`src/tmr_pkg.sv`:
```
package tmr_pkg;

    // Default prescaler width; taps reach down to divide by 1024
    localparam int unsigned PRESCALER_BITS_DEF = 10;

    // Opcodes
    localparam logic [1:0] OP_TICK  = 2'd0;
    localparam logic [1:0] OP_READ  = 2'd1;
    localparam logic [1:0] OP_WRITE = 2'd2;

    // Register selects
    localparam logic [2:0] REG_CTRL   = 3'd0;
    localparam logic [2:0] REG_COUNT  = 3'd1;
    localparam logic [2:0] REG_MASK   = 3'd2;
    localparam logic [2:0] REG_FLAG   = 3'd3;
    localparam logic [2:0] REG_PSCRST = 3'd4;

    // Clock sources
    localparam logic [2:0] CS_STOP   = 3'd0;
    localparam logic [2:0] CS_DIV1   = 3'd1;
    localparam logic [2:0] CS_DIV8   = 3'd2;
    localparam logic [2:0] CS_DIV64  = 3'd3;
    localparam logic [2:0] CS_DIV256 = 3'd4;
    localparam logic [2:0] CS_DIV1K  = 3'd5;
    localparam logic [2:0] CS_FALL   = 3'd6;
    localparam logic [2:0] CS_RISE   = 3'd7;

    typedef struct packed {
        logic [1:0] opcode;
        logic [2:0] reg_select;
        logic [7:0] write_data;
        logic       ext_pin;
    } tmr_item_t;

    typedef struct packed {
        logic [7:0] read_data;
        logic       overflow_irq;
    } tmr_result_t;

endpackage

```
`src/tmr_core.sv`:
```
module tmr_core
    import tmr_pkg::*;
#(
    parameter int unsigned PRESCALER_BITS = PRESCALER_BITS_DEF
)
(
    input  logic        clk,
    input  logic        rst_n,
    input  logic        item_en,
    input  tmr_item_t   item,
    output tmr_result_t result
);

    logic [7:0]                count_reg,   count_next;
    logic [2:0]                csel_reg,    csel_next;
    logic [PRESCALER_BITS-1:0] psc_reg,     psc_next;
    logic                      pin_reg,     pin_next;
    logic                      ovf_reg,     ovf_next;
    logic                      ovie_reg,    ovie_next;

    logic [PRESCALER_BITS-1:0] psc_inc;
    logic                      fire;

    assign psc_inc = psc_reg + {{(PRESCALER_BITS-1){1'b0}}, 1'b1};

    always_comb
    begin
        case (csel_reg)
            CS_DIV1:   fire = 1'b1;
            CS_DIV8:   fire = (psc_inc[2:0] == 3'd0);
            CS_DIV64:  fire = (psc_inc[5:0] == 6'd0);
            CS_DIV256: fire = (psc_inc[7:0] == 8'd0);
            CS_DIV1K:  fire = (psc_inc[9:0] == 10'd0);
            CS_FALL:   fire = pin_reg && !item.ext_pin;
            CS_RISE:   fire = !pin_reg && item.ext_pin;
            default:   fire = 1'b0;
        endcase
    end

    always_comb
    begin
        count_next       = count_reg;
        csel_next        = csel_reg;
        psc_next         = psc_reg;
        pin_next         = pin_reg;
        ovf_next         = ovf_reg;
        ovie_next        = ovie_reg;
        result.read_data = 8'd0;

        if (item_en)
        begin
            case (item.opcode)
                OP_TICK:
                begin
                    psc_next = psc_inc;
                    pin_next = item.ext_pin;
                    if (fire)
                    begin
                        count_next = count_reg + 8'd1;
                        if (count_reg == 8'hFF)
                            ovf_next = 1'b1;
                    end
                end
                OP_READ:
                begin
                    case (item.reg_select)
                        REG_CTRL:  result.read_data = {5'd0, csel_reg};
                        REG_COUNT: result.read_data = count_reg;
                        REG_MASK:  result.read_data = {7'd0, ovie_reg};
                        REG_FLAG:  result.read_data = {7'd0, ovf_reg};
                        default:   result.read_data = 8'd0;
                    endcase
                end
                OP_WRITE:
                begin
                    case (item.reg_select)
                        REG_CTRL:  csel_next  = item.write_data[2:0];
                        REG_COUNT: count_next = item.write_data;
                        REG_MASK:  ovie_next  = item.write_data[0];
                        REG_FLAG:
                        begin
                            if (item.write_data[0])
                                ovf_next = 1'b0;
                        end
                        REG_PSCRST:
                        begin
                            if (item.write_data[0])
                                psc_next = '0;
                        end
                        default: ;
                    endcase
                end
                default: ;
            endcase
        end

        result.overflow_irq = ovf_next & ovie_next;
    end

    always_ff @(posedge clk or negedge rst_n)
    begin
        if (!rst_n)
        begin
            count_reg <= 8'd0;
            csel_reg  <= CS_STOP;
            psc_reg   <= '0;
            pin_reg   <= 1'b0;
            ovf_reg   <= 1'b0;
            ovie_reg  <= 1'b0;
        end
        else
        begin
            count_reg <= count_next;
            csel_reg  <= csel_next;
            psc_reg   <= psc_next;
            pin_reg   <= pin_next;
            ovf_reg   <= ovf_next;
            ovie_reg  <= ovie_next;
        end
    end

endmodule

```
`src/eight_bit_timer_with_prescaler.sv`:
```
// Eight-bit timer/counter with a shared free-running prescaler.
//
// Input channel (in_valid/in_ready): one item per handshake, either a clock
// tick (opcode 0), a register read (1) or a register write (2), with
// reg_select, write_data and the sampled ext_pin level.
// Output channel (out_valid/out_ready): exactly one result per item, in
// order: read_data (register byte on a read, zero otherwise) and
// overflow_irq (flag AND enable after the item has been applied).
//
// An accepted item waits in the input register and is applied as it moves into
// the result register, which drives the output. Throughput is one item per
// cycle when results are taken; one input and one result register set it.
// When the receiver stalls, the result register holds, the input register
// fills, and in_ready drops only once both are occupied. in_ready is high
// whenever the result register is empty or being taken.
//
// Reset (rst_n, asynchronous, active low) stops the timer: count, clock
// source, prescaler, pin history, flag and enable all clear, and both
// pipeline registers are emptied.
module eight_bit_timer_with_prescaler
    import tmr_pkg::*;
#(
    parameter int unsigned PRESCALER_BITS = PRESCALER_BITS_DEF
)
(
    input  logic       clk,
    input  logic       rst_n,
    input  logic       in_valid,
    output logic       in_ready,
    input  logic [1:0] opcode,
    input  logic [2:0] reg_select,
    input  logic [7:0] write_data,
    input  logic       ext_pin,
    output logic       out_valid,
    input  logic       out_ready,
    output logic [7:0] read_data,
    output logic       overflow_irq
);

    logic        in_vld_reg;
    tmr_item_t   item_reg;
    logic        out_vld_reg;
    tmr_result_t res_reg;
    tmr_result_t res_next;
    logic        advance;
    logic        apply;

    // Result stage can load when empty or being drained this cycle
    assign advance  = !out_vld_reg || out_ready;
    assign apply    = in_vld_reg && advance;
    assign in_ready = !in_vld_reg || advance;

    // Input register
    always_ff @(posedge clk or negedge rst_n)
    begin
        if (!rst_n)
            in_vld_reg <= 1'b0;
        else if (in_ready)
            in_vld_reg <= in_valid;
    end

    always_ff @(posedge clk)
    begin
        if (in_valid && in_ready)
            item_reg <= '{opcode: opcode, reg_select: reg_select,
                          write_data: write_data, ext_pin: ext_pin};
    end

    // Timer state and per-item logic; state only moves when apply is high
    tmr_core #(
        .PRESCALER_BITS (PRESCALER_BITS)
    ) u_core (
        .clk     (clk),
        .rst_n   (rst_n),
        .item_en (apply),
        .item    (item_reg),
        .result  (res_next)
    );

    // Result register
    always_ff @(posedge clk or negedge rst_n)
    begin
        if (!rst_n)
            out_vld_reg <= 1'b0;
        else if (advance)
            out_vld_reg <= in_vld_reg;
    end

    always_ff @(posedge clk)
    begin
        if (apply)
            res_reg <= res_next;
    end

    assign out_valid    = out_vld_reg;
    assign read_data    = res_reg.read_data;
    assign overflow_irq = res_reg.overflow_irq;

endmodule

```
`config.mk`:
```
export PLATFORM = sky130hd
export DESIGN_NAME = eight_bit_timer_with_prescaler
export DESIGN_NICKNAME = d
export VERILOG_FILES = /design/src/tmr_pkg.sv /design/src/tmr_core.sv /design/src/eight_bit_timer_with_prescaler.sv
export SDC_FILE = /design/constraint.sdc
export NUM_CORES = 1
export LEC_CHECK = 0
export ABC_AREA = 1
export ABC_CLOCK_PERIOD_IN_PS = 3400
export BUFFER_PORTS_ARGS = -buffer_cell sky130_fd_sc_hd__buf_2
export CAP_MARGIN = 20
export CORE_UTILIZATION = 40
export DETAILED_ROUTE_END_ITERATION = 7
export HOLD_SLACK_MARGIN = 0.12
export PLACE_DENSITY_LB_ADDON = 0.15
export SYNTH_ARGS = -nofsm -noshare
export SYNTH_HDL_FRONTEND = slang
export SYNTH_SLANG_ARGS = --single-unit
```
`constraint.sdc`:
```
create_clock -name clk -period 3.4 [get_ports clk]
set_input_delay 0.51 -clock clk [delete_from_list [all_inputs] [get_ports clk]]
set_output_delay 0.51 -clock clk [all_outputs]
set_load 0.02 [all_outputs]
```
# Word-level counts from Yosys, hierarchy flattened
# Index checks and enable logic that the tools add are counted.
# classes
add_sub_neg	2
eq_ne	18
mux	17
bitwise_logic	1
reduce_logical	21
# ops
cell	count
case mux 8 bit (4 select lines)	1
two-way mux 10 bit	2
case mux 10 bit (2 select lines)	1
two-way mux 8 bit	2
case mux 8 bit (2 select lines)	1
== test 3 bit (second input constant)	5
== test 3 x 2 -> 1 bit (second input constant)	4
adder 10 x 1 -> 10 bit (second input constant)	1
logical NOT 10 bit	1
adder 8 x 1 -> 8 bit (second input constant)	1
== test 8 bit (second input constant)	1
logical NOT 8 bit	1
two-way mux 1 bit	8
AND reduction 4 bit	2
case mux 1 bit (7 select lines)	1
== test 3 x 1 -> 1 bit (second input constant)	2
logical NOT 3 bit	2
logical NOT 6 bit	1
logical AND 1 bit	4
logical NOT 1 bit	4
inequality test 2 x 1 -> 1 bit (second input constant)	2
inequality test 2 bit (second input constant)	2
AND reduction 3 bit	1
== test 2 x 1 -> 1 bit (second input constant)	1
7 further kinds	8
# word_totals
regBits	49
input_bits	18
out_inout_bits	11
wordCells	73

# Logic depth before layout (Yosys ltp)
# depth
word_depth	7
mapped_depth	14
depth_no_buf	13

# Hierarchy
# Synthesis repeated with hierarchy kept, for this count alone.
# hier_totals
hier_cells	276
hier_area_um2	2443.6
# modules_own_cells
mod	instances	cells_per_inst	area_each_um2	seq_area_each_um2
tmr_core	1	241	1657.8	600.6
eight_bit_timer_with_prescaler	1	35	785.8	740.7

# Worst setup path after synthesis
# Ideal clock, no wire load.
# synth_timing
kind	reg-to-reg
startpoint	reg u_core.psc_reg[0]
endpoint	reg u_core.count_reg[6]
setup_time_ns	0.123
arrival_ns	1.846
required_ns	3.277
path_slack_ns	1.430
stages_incl_launch_ff	14
path_buffers	1
period_less_slack_ns	1.970
path_cell_list	dfrtp_1 -> ha_1 -> ha_1 -> nor2_1 -> nand3_1 -> nor2_2 -> nand2_2 -> nor2_2 -> nand2_2 -> nand3_2 -> nand2_4 -> buf_8 -> nand2_1 -> o21ai_2
# synth_via
elab_chain_cells	5
elab_cells_between_ends	8
classes_between	1 x add/sub; 1 x eq/ne; 1 x mux; 5 x reduce/logical
# synth_lines
item	line_no	text
start, declared	tmr_core.sv:16	logic [PRESCALER_BITS-1:0] psc_reg, psc_next;
start signal, assigned	tmr_core.sv:115	psc_reg <= psc_next;
adder 10 x 1 -> 10 bit (*)	tmr_core.sv:24	assign psc_inc = psc_reg + {{(PRESCALER_BITS-1){1'b0}}, 1'b1};
logical NOT 10 bit, or another cell as far along	tmr_core.sv:33	CS_DIV1K: fire = (psc_inc[9:0] == 10'd0);
case mux 1 bit (7 select lines) (*)	tmr_core.sv:28	case (csel_reg)
inequality test 2 x 1 -> 1 bit (no source line) (*)	--	
AND reduction 4 bit (no source line) (*)	--	
end signal, assigned	tmr_core.sv:113	count_reg <= count_next;
end, declared	tmr_core.sv:14	logic [7:0] count_reg, count_next;
# Every way passes the cells marked *; elsewhere a longest branch is shown, timed or not.
# A chain may end at the register's enable or synchronous reset.

# Worst setup path in the final report
# layout_timing
startpoint	reg u_core.psc_reg[0]
endpoint	reg u_core.count_reg[7]
# The elaborated chain is that of the path after synthesis.

==> metrics.cfg <==
[outcome]
run_status=finished clean

[synthesis]
syn-cell-area_um2=2470
yosysTopAreaCell=edfxtp_1
yosys_warnings=0
syn_avg_cell_area_um2=9.23
synth_nets=289
synth-edff-count=23
synth_top_area_share_pct=27.9
synth.yosys.seq_area_share_pct=54.3
synthFlopType=dfrtp_1
synth_common_cells=nand2_1, inv_1, dfrtp_1
ys_ff_latch=49
synthCells=268
async_flop_share_pct=53.1
synth.distinct_cells=35
post-synth-top-count-cell=nand2_1
ys_top_cells_by_area=edfxtp_1, dfrtp_1, nand2_1, inv_1, nand3_1

[timing]
finalHoldWorstSlack_ns=0.211
drv_slew=0
rsz0062_at_grt=false
maxSlewHeadroom_pct=59.6
max_slew.worst_pin.slew_ns=0.606
hold_viol_final=0
finClkSkew_ns=0.00891
fin_crit_sh_pct=61.7
finalSetupTns_ns=0
max_freq_mhz=477
finalSetupViolCount=0
min_period_ns=2.10

[worst_setup_path]
crit_path_max_fanout=16
crit_path_top_delay_cell=dfrtp_1
r2r_end=u_core.count_reg[7]
cpPeakStageDelay_ns=0.43
r2r_setup_slack_ns=1.30
crit_family=simple AND/OR/NAND/NOR gates
crit_type=flip-flop to flip-flop
crit_arrival_ns=2.28
r2r-start=u_core.psc_reg[0]
worst-path-buf-inv=0
worstSetupStartpointType=flip-flop
path_depth=12
critPathCaptureType=flip-flop
reg2reg_depth=12
path_cells=ha_1 > ha_1 > nor2_1 > nand3_1 > nor2_2 > nand2_2 > nor2_2 > nand2_2 > nand3_2 > nand2_4 > nor2_1 > a21oi_2
required_ns=3.59

[clocking]
htree_levels=2
cts.sink_count=49
cts_buffers=5
cts_hold_buffers=0
clkLatencyLatePin_ns=0.30
post-cts-setup-buffers=0
cts-root-buf=clkbuf_8
clock_path_buffers=2
cts.repair.resized=0
path_clk_slew_ns=0.09
cts_tree=built

[placed_design]
dp_hpwl_mm=3.58
io_buffers=28
place.gp.congestion=0.878

[pwr]
clockPowerShare_pct=18.2
p_sw_uw=683
p_int_uw=1140
switching_share_pct=37.4
pwr_density_cell_nw_per_um2=657
max-vdd-ir-drop_uv=289
p_seq_share_pct=51.2
power_frac_comb_pct=30.6
leakagePower_uw=0.00123

[floorplanning]
die_h_um=80.6
dieArea_um2=6500
core_um2=5960
row_count=28
dieWidth_um=80.6
initial_core_util_pct=41.5
io_pins=29

[finish]
syn_to_final_growth_pct=12.3
antenna_cells=0
fin_nets=323
largest_reg_flops=14
drive_above_1_share_pct=22.8

[grt]
first_global_vias=1740
antenna_found_initial=0
grt_first_pass_wirelength_mm=8.04
gr-usage-all-layers_pct=16.7
grt_overflow=0
grt_max_degree=27

[route]
vias=1837
route.detailed.drc=0
drt_first_iter_violations=76
drtPass1Iterations=4
avgRoutedWirePerCell_um=12.7
wirelength_mm=4.79
drtAntennaViolNets=0
viasPerCell=4.86

[worst_hold_path]
hold_path_class=input port to async pin

[job]
cap_violations=0

[layer usage]
layer,wire (um),GRT usage (%),vias to the layer above
li1,-,-,956
met1,2330,21.9,837
met2,2190,26.1,34
met3,171,3.75,10
met4,95,7.32,0
met5,0,0,-
[placed cells by master (no fill, tap or decap), drive strengths merged, types with 3 or more instances in the layout]
| cell | netlist | routed |
|---|---|---|
| ha | 3 | 3 |
| o21ai | 24 | 24 |
| buf | 2 | 29 |
| mux2i | 3 | 3 |
| nand2 | 71 | 71 |
| o22ai | 5 | 5 |
| edfxtp | 23 | 23 |
| nor2 | 18 | 18 |
| nand4 | 3 | 3 |
| dfrtp | 26 | 26 |
| nand3 | 20 | 20 |
| inv | 41 | 41 |
| xor2 | 4 | 4 |
| nor3 | 7 | 7 |
| a21oi | 9 | 9 |
| clkbuf | 0 | 7 |
[worst register-to-register path, cell delays in order, from the launching register on]
cell and delay [ns]:
dfrtp_1 0.43, ha_1 0.27, ha_1 0.30, nor2_1 0.11, nand3_1 0.09, nor2_2 0.09, nand2_2 0.07, nor2_2 0.11
nand2_2 0.07, nand3_2 0.09, nand2_4 0.14, nor2_1 0.17, a21oi_2 0.04
[power by group through the flow]
stage,Combinational [uW],Sequential (uW),Clock (uW)
floorplan,422,929,0
global placement,548,944,0
detailed placement,560,944,0
CTS,566,934,343
global route,642,957,362
finish,559,934,332
[worst max-delay path by stage]
stage                       from                   to  slack, ns
6_report       u_core.psc_reg[0]  u_core.count_reg[7]       1.30
5_1_grt        u_core.psc_reg[0]  u_core.count_reg[7]       1.16
3_3_place_gp   u_core.psc_reg[0]  u_core.count_reg[7]       1.36
2_1_floorplan  u_core.psc_reg[0]  u_core.count_reg[6]       1.43
3_5_place_dp   u_core.psc_reg[0]  u_core.count_reg[7]       1.32
4_1_cts        u_core.psc_reg[0]  u_core.count_reg[7]       1.30
[final cells by class]
| type | count | area (um2) |
|---|---|---|
| fillers | 585 | 3180 |
| flip-flops and latches | 49 | 1340 |
| multi-input cells | 176 | 957 |
| inverters | 41 | 154 |
| repair buffers | 29 | 148 |
| well taps | 75 | 93.8 |
| clock buffers | 7 | 76.3 |
| clock inverters | 1 | 7.51 |
[kinds of logic after synthesis]
logic type | count (synthesis) | synth area share, %
adders and majority gates | 3 | 1.52
muxes | 3 | 1.21
xor gates and xnor gates | 4 | 1.42
AOI/OAI and AO/OA | 44 | 12.0
and+or+nand+nor | 122 | 22.5
buffers and inverters | 43 | 7.03
DFF | 49 | 54.3
[per-stage QoR]
step / area, um2 / worst slack (ns) / util, % / power (uW) / instances
4_1_cts: 2780 / 1.30 / 46.6 / 1840 / 378
3_5_place_dp: 2690 / 1.32 / 45.2 / 1500 / 370
2_1_floorplan: 2470 / 1.43 / - / 1350 / 268
6_report: 2780 / 1.30 / 46.6 / 1820 / 378
5_1_grt: 2780 / 1.16 / 46.6 / 1960 / 378
3_3_place_gp: 2690 / 1.36 / 45.2 / 1490 / 370
(Power assumes the default switching activity.)
